===== config.mk =====
export PLATFORM = sky130hd
export DESIGN_NAME = mark_to_class_classifier
export DESIGN_NICKNAME = d
export VERILOG_FILES = /design/src/hw/rtl/mtc_pkg.sv /design/src/hw/rtl/mtc_ram.sv /design/src/hw/rtl/mtc_apb.sv /design/src/hw/rtl/mtc_engine.sv /design/src/hw/rtl/mark_to_class_classifier.sv
export SDC_FILE = /design/constraint.sdc
export NUM_CORES = 2
export LEC_CHECK = 0
export BUFFER_PORTS_ARGS = -buffer_cell sky130_fd_sc_hd__buf_2
export CELL_PAD_IN_SITES_DETAIL_PLACEMENT = 0
export CELL_PAD_IN_SITES_GLOBAL_PLACEMENT = 1
export CORE_MARGIN = 2
export CORE_UTILIZATION = 40
export CTS_CLUSTER_SIZE = 25
export DETAILED_ROUTE_END_ITERATION = 10
export GPL_TIMING_DRIVEN = 1
export PLACE_DENSITY_LB_ADDON = 0.1
export SLEW_MARGIN = 5
export SYNTH_ARGS = -nofsm -noshare
export SYNTH_HDL_FRONTEND = slang
export SYNTH_HIERARCHICAL = 1
export SYNTH_MEMORY_MAX_BITS = 65536
export SYNTH_SLANG_ARGS = --single-unit

===== constraint.sdc =====
create_clock -name clk -period 13.6 [get_ports clk]
set_input_delay 0.68 -clock clk [delete_from_list [all_inputs] [get_ports clk]]
set_output_delay 0.68 -clock clk [all_outputs]
set_load 0.05 [all_outputs]

===== src/hw/rtl/mtc_pkg.sv =====
package mtc_pkg;

  localparam int MTC_ENTRIES = 64;
  localparam int MTC_PADDR_W = 3;
  localparam int MTC_PDATA_W = 32;

  // register index, taken from paddr[2]
  localparam logic REG_QDISC_MAJOR = 1'b0;

  localparam logic [1:0] FN_CLASSIFY = 2'd0;
  localparam logic [1:0] FN_WRITE    = 2'd1;
  localparam logic [1:0] FN_DELETE   = 2'd2;
  localparam logic [1:0] FN_QUERY    = 2'd3;

  localparam logic [1:0] STAT_OK      = 2'd0;
  localparam logic [1:0] STAT_NOMATCH = 2'd1;
  localparam logic [1:0] STAT_INVALID = 2'd2;
  localparam logic [1:0] STAT_FULL    = 2'd3;

  typedef struct packed {
    logic        vld;
    logic [31:0] mark;
    logic [31:0] cls;
  } entry_t;

  typedef enum logic [2:0] {
    ST_CLEAR,
    ST_IDLE,
    ST_SCAN,
    ST_ACT,
    ST_RESP
  } state_t;

endpackage


===== src/hw/rtl/mtc_ram.sv =====
module mtc_ram #(
  parameter int WIDTH = 8,
  parameter int DEPTH = 64,
  localparam int AW = (DEPTH > 1) ? $clog2(DEPTH) : 1
) (
  input  logic             clk,
  input  logic             we,
  input  logic [AW-1:0]    waddr,
  input  logic [WIDTH-1:0] wdata,
  input  logic             re,
  input  logic [AW-1:0]    raddr,
  output logic [WIDTH-1:0] rdata
);

  logic [WIDTH-1:0] mem [DEPTH];

  always_ff @(posedge clk) begin
    if (we) begin
      mem[waddr] <= wdata;
    end
    if (re) begin
      rdata <= mem[raddr];
    end
  end

endmodule


===== src/hw/rtl/mtc_apb.sv =====
module mtc_apb
  import mtc_pkg::*;
(
  input  logic                   clk,
  input  logic                   rst,
  input  logic                   psel,
  input  logic                   penable,
  input  logic                   pwrite,
  input  logic [MTC_PADDR_W-1:0] paddr,
  input  logic [MTC_PDATA_W-1:0] pwdata,
  output logic [MTC_PDATA_W-1:0] prdata,
  output logic                   pready,
  output logic [15:0]            qdisc_major
);

  logic wr_en;

  assign pready = 1'b1;
  assign wr_en  = psel && penable && pwrite && (paddr[2] == REG_QDISC_MAJOR);

  always_ff @(posedge clk) begin
    if (rst) begin
      qdisc_major <= 16'd0;
    end else if (wr_en) begin
      qdisc_major <= pwdata[15:0];
    end
  end

  always_comb begin
    if (paddr[2] == REG_QDISC_MAJOR) begin
      prdata = {16'd0, qdisc_major};
    end else begin
      prdata = '0;
    end
  end

endmodule


===== src/hw/rtl/mtc_engine.sv =====
module mtc_engine
  import mtc_pkg::*;
#(
  parameter int TABLE_ENTRIES = MTC_ENTRIES,
  localparam int IW = (TABLE_ENTRIES > 1) ? $clog2(TABLE_ENTRIES) : 1
) (
  input  logic                clk,
  input  logic                rst,
  input  logic [15:0]         qdisc_major,
  input  logic                in_valid,
  output logic                in_ready,
  input  logic [1:0]          func,
  input  logic [31:0]         mark,
  input  logic [31:0]         new_class,
  output logic                out_valid,
  input  logic                out_ready,
  output logic [1:0]          status,
  output logic [31:0]         class_id,
  output logic                ram_we,
  output logic [IW-1:0]       ram_waddr,
  output entry_t              ram_wdata,
  output logic                ram_re,
  output logic [IW-1:0]       ram_raddr,
  input  entry_t              ram_rdata
);

  localparam logic [IW-1:0] LAST = IW'(TABLE_ENTRIES - 1);

  state_t state, state_next;

  logic [1:0]    req_func;
  logic [31:0]   req_mark;
  logic [31:0]   req_class;
  logic          table_created;
  logic [IW-1:0] scan_addr;
  logic          issue_on;
  logic          rd_pend;
  logic [IW-1:0] rd_idx;
  logic          hit;
  logic [IW-1:0] hit_idx;
  logic [31:0]   hit_class;
  logic          free_ok;
  logic [IW-1:0] free_idx;
  logic [1:0]    res_status;
  logic [31:0]   res_class;

  logic          accept;
  logic          fast;
  logic [1:0]    fast_status;
  logic [31:0]   fast_class;
  logic          legacy_ok;
  logic          hit_now;
  logic          scan_done;
  logic [1:0]    act_status;
  logic [31:0]   act_class;
  logic          out_free;

  assign accept   = in_valid && in_ready;
  assign out_free = !out_valid || out_ready;
  assign hit_now  = rd_pend && ram_rdata.vld && (ram_rdata.mark == req_mark);
  assign scan_done = rd_pend && (hit_now || rd_idx == LAST);
  assign legacy_ok = (mark != 32'd0) &&
                     ((mark[31:16] == 16'd0) || (mark[31:16] == qdisc_major));

  // requests settled without a table search
  always_comb begin
    fast        = 1'b0;
    fast_status = STAT_NOMATCH;
    fast_class  = 32'd0;
    case (func)
      FN_CLASSIFY: begin
        if (!table_created) begin
          fast = 1'b1;
          if (legacy_ok) begin
            fast_status = STAT_OK;
            fast_class  = mark;
          end
        end
      end
      FN_WRITE: begin
        if (mark == 32'd0) begin
          fast        = 1'b1;
          fast_status = STAT_INVALID;
        end
      end
      FN_DELETE: begin
        if (!table_created) begin
          fast        = 1'b1;
          fast_status = STAT_INVALID;
        end
      end
      default: begin
        fast = !table_created;
      end
    endcase
  end

  always_comb begin
    act_status = STAT_NOMATCH;
    act_class  = 32'd0;
    case (req_func)
      FN_WRITE: begin
        if (hit || free_ok) begin
          act_status = STAT_OK;
          act_class  = req_class;
        end else begin
          act_status = STAT_FULL;
        end
      end
      FN_DELETE: begin
        if (hit) begin
          act_status = STAT_OK;
          act_class  = hit_class;
        end else begin
          act_status = STAT_INVALID;
        end
      end
      default: begin
        if (hit) begin
          act_status = STAT_OK;
          act_class  = hit_class;
        end
      end
    endcase
  end

  always_comb begin
    state_next = state;
    case (state)
      ST_CLEAR: if (scan_addr == LAST) state_next = ST_IDLE;
      ST_IDLE:  if (in_valid) state_next = fast ? ST_RESP : ST_SCAN;
      ST_SCAN:  if (scan_done) state_next = ST_ACT;
      ST_ACT:   state_next = ST_RESP;
      ST_RESP:  if (out_free) state_next = ST_IDLE;
      default:  state_next = ST_CLEAR;
    endcase
  end

  always_comb begin
    in_ready  = (state == ST_IDLE);
    ram_re    = (state == ST_SCAN) && issue_on;
    ram_raddr = scan_addr;
    ram_we    = 1'b0;
    ram_waddr = scan_addr;
    ram_wdata = '0;
    case (state)
      ST_CLEAR: ram_we = 1'b1;
      ST_ACT: begin
        if (req_func == FN_WRITE && (hit || free_ok)) begin
          ram_we    = 1'b1;
          ram_waddr = hit ? hit_idx : free_idx;
          ram_wdata = '{vld: 1'b1, mark: req_mark, cls: req_class};
        end else if (req_func == FN_DELETE && hit) begin
          ram_we    = 1'b1;
          ram_waddr = hit_idx;
          ram_wdata = '{vld: 1'b0, mark: req_mark, cls: hit_class};
        end
      end
      default: ;
    endcase
  end

  always_ff @(posedge clk) begin
    if (rst) begin
      state         <= ST_CLEAR;
      scan_addr     <= '0;
      issue_on      <= 1'b0;
      rd_pend       <= 1'b0;
      hit           <= 1'b0;
      free_ok       <= 1'b0;
      table_created <= 1'b0;
      out_valid     <= 1'b0;
    end else begin
      state <= state_next;
      // in RESP a taken word is replaced below
      if (out_valid && out_ready && state != ST_RESP) begin
        out_valid <= 1'b0;
      end
      case (state)
        ST_CLEAR: begin
          if (scan_addr != LAST) begin
            scan_addr <= scan_addr + 1'b1;
          end
        end
        ST_IDLE: begin
          if (accept) begin
            scan_addr <= '0;
            issue_on  <= 1'b1;
            rd_pend   <= 1'b0;
            hit       <= 1'b0;
            free_ok   <= 1'b0;
            if (func == FN_WRITE && mark != 32'd0) begin
              table_created <= 1'b1;
            end
          end
        end
        ST_SCAN: begin
          rd_pend <= ram_re;
          if (ram_re) begin
            if (scan_addr == LAST) begin
              issue_on <= 1'b0;
            end else begin
              scan_addr <= scan_addr + 1'b1;
            end
          end
          if (hit_now) begin
            hit <= 1'b1;
          end
          if (rd_pend && !ram_rdata.vld && !free_ok) begin
            free_ok <= 1'b1;
          end
        end
        ST_RESP: begin
          if (out_free) begin
            out_valid <= 1'b1;
          end
        end
        default: ;
      endcase
    end
  end

  // payload registers
  always_ff @(posedge clk) begin
    if (accept) begin
      req_func   <= func;
      req_mark   <= mark;
      req_class  <= new_class;
      res_status <= fast_status;
      res_class  <= fast_class;
    end
    if (state == ST_SCAN) begin
      if (ram_re) begin
        rd_idx <= scan_addr;
      end
      if (hit_now) begin
        hit_idx   <= rd_idx;
        hit_class <= ram_rdata.cls;
      end
      if (rd_pend && !ram_rdata.vld && !free_ok) begin
        free_idx <= rd_idx;
      end
    end
    if (state == ST_ACT) begin
      res_status <= act_status;
      res_class  <= act_class;
    end
    if (state == ST_RESP && out_free) begin
      status   <= res_status;
      class_id <= res_class;
    end
  end

  // table is only written while no read is in flight
  a_no_rw_overlap: assert property (@(posedge clk) disable iff (rst)
    !(ram_we && ram_re))
    else $error("table read and write in the same cycle");

  a_miss_zero_class: assert property (@(posedge clk) disable iff (rst)
    out_valid && status != STAT_OK |-> class_id == 32'd0)
    else $error("non-zero class id on a miss");

  a_write_creates: assert property (@(posedge clk) disable iff (rst)
    state == ST_ACT && req_func == FN_WRITE |-> table_created)
    else $error("table write without table created");

  a_result_from_resp: assert property (@(posedge clk) disable iff (rst)
    $rose(out_valid) |-> $past(state) == ST_RESP)
    else $error("result word raised outside response state");

  a_no_accept_in_clear: assert property (@(posedge clk) disable iff (rst)
    state == ST_CLEAR |-> !in_ready)
    else $error("word accepted during clearing pass");

endmodule


===== src/hw/rtl/mark_to_class_classifier.sv =====
// Exact-match mark to class classifier. Requests (classify, write, delete,
// query) are taken one at a time on the in channel and each gives one result
// word on the out channel, held in an output register so the next request is
// taken while a result waits. The table sits in a synchronous RAM with
// separate read and write ports that is searched one entry per cycle: a
// searching request is accepted, then scans with early stop on a hit, then
// passes the update state and the result state; requests settled without a
// search (legacy classify, write of mark zero, delete or query before the
// first write) go from accept straight to the result state. After reset a
// clearing pass empties the table, with in_ready low; qdisc_major may be
// written meanwhile.
module mark_to_class_classifier
  import mtc_pkg::*;
#(
  parameter int TABLE_ENTRIES = MTC_ENTRIES
) (
  input  logic                   clk,
  input  logic                   rst,
  input  logic                   psel,
  input  logic                   penable,
  input  logic                   pwrite,
  input  logic [MTC_PADDR_W-1:0] paddr,
  input  logic [MTC_PDATA_W-1:0] pwdata,
  output logic [MTC_PDATA_W-1:0] prdata,
  output logic                   pready,
  input  logic                   in_valid,
  output logic                   in_ready,
  input  logic [1:0]             func,
  input  logic [31:0]            mark,
  input  logic [31:0]            new_class,
  output logic                   out_valid,
  input  logic                   out_ready,
  output logic [1:0]             status,
  output logic [31:0]            class_id
);

  localparam int IW = (TABLE_ENTRIES > 1) ? $clog2(TABLE_ENTRIES) : 1;

  logic [15:0]   qdisc_major;
  logic          ram_we;
  logic [IW-1:0] ram_waddr;
  entry_t        ram_wdata;
  logic          ram_re;
  logic [IW-1:0] ram_raddr;
  entry_t        ram_rdata;

  mtc_apb u_apb (
    .clk         (clk),
    .rst         (rst),
    .psel        (psel),
    .penable     (penable),
    .pwrite      (pwrite),
    .paddr       (paddr),
    .pwdata      (pwdata),
    .prdata      (prdata),
    .pready      (pready),
    .qdisc_major (qdisc_major)
  );

  mtc_engine #(
    .TABLE_ENTRIES (TABLE_ENTRIES)
  ) u_engine (
    .clk         (clk),
    .rst         (rst),
    .qdisc_major (qdisc_major),
    .in_valid    (in_valid),
    .in_ready    (in_ready),
    .func        (func),
    .mark        (mark),
    .new_class   (new_class),
    .out_valid   (out_valid),
    .out_ready   (out_ready),
    .status      (status),
    .class_id    (class_id),
    .ram_we      (ram_we),
    .ram_waddr   (ram_waddr),
    .ram_wdata   (ram_wdata),
    .ram_re      (ram_re),
    .ram_raddr   (ram_raddr),
    .ram_rdata   (ram_rdata)
  );

  mtc_ram #(
    .WIDTH ($bits(entry_t)),
    .DEPTH (TABLE_ENTRIES)
  ) u_table (
    .clk   (clk),
    .we    (ram_we),
    .waddr (ram_waddr),
    .wdata (ram_wdata),
    .re    (ram_re),
    .raddr (ram_raddr),
    .rdata (ram_rdata)
  );

endmodule

# Word level (Yosys, flattened, before mapping)
# Memory sizes are Yosys's and may differ from the RTL's. A register that Yosys moved wholly into a read port is not among the register bits.
# Cells that the tools add are included.
totals:
  ff_bits: 215
  mem_bits_rw: 4160
  input_bits: 108
  out_inout_bits: 69
  elab_cells: 151
  mem_count: 1
classes:
  n_addsub: 1
  eq_ne: 25
  muxes: 59
  n_bitwise: 1
  n_reduce_logical: 44
memory_table:
  columns: ["name", "depth", "width", "read_ports", "rd_clocked_by_memory_dff", "wr", "line", "text"]
  rows:
  - ["u_table.mem", 64, 65, 1, 1, 1, "mtc_ram.sv:15", "logic [WIDTH-1:0] mem [DEPTH];"]
ops:
  columns: ["operator", "count"]
  rows:
  - ["two-way mux 32 bit", 8]
  - ["two-way mux 65 bit", 2]
  - ["two-way mux 64 bit", 1]
  - ["two-way mux 6 bit", 8]
  - ["equality test 32 bit", 1]
  - ["logical NOT 32 bit", 1]
  - ["nonzero test 32 bit", 1]
  - ["case mux 6 bit (3 select lines)", 1]
  - ["logical AND 1 bit", 17]
  - ["two-way mux 1 bit", 17]
  - ["equality test 16 bit", 1]
  - ["logical NOT 16 bit", 1]
  - ["two-way mux 16 bit", 1]
  - ["two-way mux 3 bit", 5]
  - ["case mux 3 bit (5 select lines)", 1]
  - ["two-way mux 2 bit", 7]
  - ["equality test 6 bit (second input constant)", 2]
  - ["!= test 2 x 1 -> 1 bit (second input constant)", 6]
  - ["case mux 1 bit (2 select lines)", 6]
  - ["!= test 2 bit (second input constant)", 5]
  - ["AND reduction 3 bit", 3]
  - ["AND reduction 2 bit", 4]
  - ["AND reduction 4 bit", 2]
  - ["adder 6 x 1 -> 6 bit (second input constant)", 1]
  - ["18 further kinds", 28]

# Longest topological paths before layout
logic_depth:
  depth_word: 8
  mapped_depth: 13

# Hierarchy
# The synthesis kept the hierarchy.
modules_own_cells:
  columns: ["mod", "instances", "cells_each", "area_each_um2"]
  rows:
  - ["mtc_ram", 1, 6606, 158981.2]
  - ["mtc_engine", 1, 657, 8448.1]
  - ["mtc_apb", 1, 106, 987.2]

# Least setup slack after synthesis
# No wires, ideal clock.
synth_path:
  path_type: "reg-to-reg"
  startpoint: "reg u_engine.req_func[1]"
  endpoint: "mem u_table/mem[49][0] in the netlist's numbering, enable pin"
  arrival_time_ps: 6604
  t_required_ps: 13033
  slack_ps: 6428
  path_stages_with_launch: 12
  n_path_buf: 1
  path_cell_list: "edfxtp_1 > inv_1 > ha_1 > o21a_1 > a21oi_1 > nor2_1 > clkbuf_1 > nor2_1 > a21oi_1 > nor2b_1 > nand4_1 > nor3_1"
synth_rtl:
  columns: ["element", "line", "text"]
  rows:
  - ["from (decl)", "mtc_engine.sv:31", "logic [1:0] req_func;"]
  - ["from (signal assigned)", "mtc_engine.sv:226", "req_func <= func;"]
  - ["equality test 2 bit", "mtc_engine.sv:153", "end else if (req_func == FN_DELETE && hit) begin"]
  - ["logical AND 1 bit", "mtc_engine.sv:153", null]
  - ["two-way mux 6 bit", "mtc_engine.sv:153", null]
  - ["two-way mux 6 bit (*)", "mtc_engine.sv:149", "if (req_func == FN_WRITE && (hit || free_ok)) begin"]
  - ["two-way mux 6 bit (*)", "mtc_engine.sv:146", "case (state)"]
  - ["via ram_waddr[4]", "mark_to_class_classifier.sv:41", "logic [IW-1:0] ram_waddr;"]
  - ["to (decl)", "mtc_ram.sv:15", null]
# Mark *: on every way through the listed nets, which the timed path passes. The rest lies on a longest branch.

# Worst setup path after layout
layout_path:
  startpoint: "reg u_engine.req_func[1]"
  endpoint: "mem u_table/mem[29][31] in the netlist's numbering, enable pin"
# Same word-level chain as after synthesis.

==> impl_metrics.yaml <==
sta:
  drv_slew: 0
  fin_crit_sh: 0.566
  fmax_ghz: 0.130
  setup_viol: 0
  worst_slew_pin_slew_ns: 1.28
  timing.final.ws_setup_ns: 5.90
  rsz0062_at_grt: "no"
  clock_skew_ns: 0.0793
  hold_viol: 0
  final.setup.tns_ns: 0
  finalCriticalPeriod_ns: 7.70
  max_slew_margin: 0.146
clocking:
  post_cts_resized: 0
  clock_sinks: 4440
  cts_tree: "done"
  clkLatencyLatePin_ns: 1.04
  cts_buffer_depth: 4
  cts_inserted_buffers: 472
  clkTransAtPathRegs_ns: 0.06
  postCtsHoldBufs: 59
  postCtsSetupBuffers: 0
  htreeDepth: 5
  cts_root_buf: "clkbuf_16"
placed_design:
  dpl.hpwl_mm: 303
  port_buffers: 141
  place_ws_ns: 6.04
  place_congestion: 0.803
  place_inst: 12900
final_layout:
  final_common_cell: "edfxtp_1"
  drive_gt1_frac: 0.276
  area_delta_synth_final_pct: 14.7
  final_cell_mix: "edfxtp_1, mux4_2, clkbuf_16, buf_4, a22oi_1"
  fillCellCount: 34800
  nets: 8048
  fin_cells: 13900
setup_path:
  critical-path-top-delay-family: "buffers and inverters"
  crit_top_cell: "buf_4"
  slowest_delay_ns: 1.00
  worstSetupEndpointType: "flip-flop"
  required_ns: 14.23
  crit_path_start_kind: "flip-flop"
  slowest_stage: "nor2_4"
  crit_chain: "inv_1 > ha_1 > o21a_2 > buf_4 > a21oi_1 > nor2_4 > buf_4 > nor2_1 > a21oi_1 > nor2b_1 > nand3_1 > nor2_4 > buf_4 > buf_4"
  crit_start: "u_engine/req_func[1]"
  path_buf_inv: 5
  crit_fanout: 33
  arrival_ns: 8.33
  reg2reg_from: "u_engine/req_func[1]"
  critPathKind: "reg -> reg"
die:
  fp.dieW_um: 653
  die_area_um2: 426000
  die_y_um: 653
  fp-row-count: 238
  initial_core_util: 0.401
  io_pins: 177
  core-area_um2: 420000
detailed_routing:
  drc: 0
  final_antenna_net_count: 0
  viasPerCell: 6.08
  wirelength_mm: 547
  vias: 84400
  first_pass_iters: 6
  drt-wirelength-per-cell_um: 39.4
  drtIter0Drc: 11000
power_and_ir_drop:
  clkPwrFrac: 0.442
  seq_power_share: 0.521
  p_sw_uw: 6110
  p_leak_uw: 0.0636
  pwr_density_cell_nw_per_um2: 148
  p_int_uw: 22600
  max-vdd-ir-drop_v: 0.000158
  p_sw_frac: 0.213
  p_comb_frac: 0.037
global_route:
  globalRoute.busiestLayer: "met2"
  met2_usage: 0.414
  antenna_found_initial: 47
  grt_pass1_wl_mm: 734
  gr-total-overflow: 0
  grt_pass1_vias: 84300
  use_met1: 0.358
  grt_usage: 0.254
  use_met3: 0.0352
  grt_start_max_net_pins: 104
synth:
  async_flop_share: 0
  ys_top_cells_by_area: "edfxtp_1, mux4_2, a22oi_1, mux2i_1, buf_2"
  synth_edf_count: 4409
  seq_area_frac_synth: 0.790
  synthesis.area_um2: 168000
  synth_flop_cell: "edfxtp_1"
  syn_inst: 7369
  syn_area_per_cell_um2: 22.9
  yosysTopAreaCell: "edfxtp_1"
  ys_warn_count: 6
  synth.distinct_cells: 55
  synth_top_area_frac: 0.786
  ys_ff_latch: 4440
outcome:
  status: "completed"
worst_hold_path:
  worstHoldStart: "mark[11]"
  hp-class: "in -> reg"
run:
  cap_viol_max_count: 0
[power groups by stage]
stage	Sequential, uW	Combinational (uW)	Clock, uW
after global routing	14900	1110	13400
final	14900	1060	12700
after global placement	15200	1070	0
after detailed placement	15200	1070	0
after floorplan	15200	698	0
after CTS	14900	1080	12900
[flip-flops by register name (all words and copies together), names as in the netlist, 2 cells and up]
signal               cells
u_table/mem           4160
u_table/rdata           65
u_engine/class_id       32
u_engine/hit_class      32
u_engine/req_class      32
u_engine/req_mark       32
u_engine/res_class      32
u_apb/qdisc_major       16
u_engine/free_idx        6
u_engine/hit_idx         6
u_engine/ram_raddr       6
u_engine/rd_idx          6
u_engine/state           3
u_engine/req_func        2
u_engine/res_status      2
u_engine/status          2
[final timing paths]
check	endpoint	slack, ns	cells past startpoint
max	u_table/mem[29][31]	5.90	14
min	u_engine/req_mark[11]	0.09	1
max reg2reg	u_table/mem[29][31]	5.90	14
min reg2reg	u_engine/hit_class[25]	0.40	0
[cells in the mapped netlist, types with 36 or more instances]
| master | count |
|---|---|
| mux4_2 | 1040 |
| o221ai_1 | 47 |
| nand2_1 | 116 |
| clkbuf_1 | 148 |
| buf_4 | 55 |
| xnor2_1 | 38 |
| nand3_1 | 124 |
| a21oi_1 | 75 |
| nand2b_1 | 44 |
| buf_2 | 186 |
| and2_1 | 36 |
| a211oi_1 | 69 |
| a22oi_1 | 266 |
| o22ai_1 | 132 |
| edfxtp_1 | 4409 |
| nor2_1 | 139 |
| mux2i_1 | 120 |
| o211a_1 | 65 |
[through the flow]
step | instance area (um2) | total power (uW) | util | hold slack (ns)
after CTS | 193000 | 28900 | 0.460 | 0.0122
after detailed placement | 177000 | 16300 | 0.423 | 0.405
after global placement | 177000 | 16300 | 0.423 | 0.402
after floorplan | 168000 | 15900 | - | 0.400
final | 193000 | 28700 | 0.460 | 0.0862
after global routing | 193000 | 29400 | 0.460 | 0.0496
[routing by layer]
layer | part of all wire | vias up
met4 | 0.030 | 4
met1 | 0.41 | 47400
met5 | 0.000038 | -
li1 | - | 32700
met2 | 0.48 | 3592
met3 | 0.072 | 697
[cells by family (layout without fill, tap and decap cells)]
group / count (synthesis) / in the layout / synth area share
flip-flops: 4440 / 4440 / 0.790
AO/OA/AOI/OAI: 705 / 705 / 0.0307
other: 2 / 42 / 0.0000446
multiplexers: 1160 / 1160 / 0.146
AND/OR/NAND/NOR: 567 / 567 / 0.0169
XOR/XNOR: 54 / 54 / 0.00281
adder cells (fa/ha/maj): 3 / 3 / 0.000223
buffers and inverters: 438 / 1386 / 0.0134
[final cells by class]
class	instances	area [um2]	area share
diodes	25	62.6	0.000324
clock buffers	592	12400	0.0643
clock inverters	277	2720	0.0141
inverters	9	36.3	0.000188
multi-input cells	2506	34200	0.177
flip-flops and latches	4440	133000	0.689
well taps	5520	6910	0.0358
repair buffers	508	3760	0.0195
Note: power is estimated with default switching activity, not from simulation.
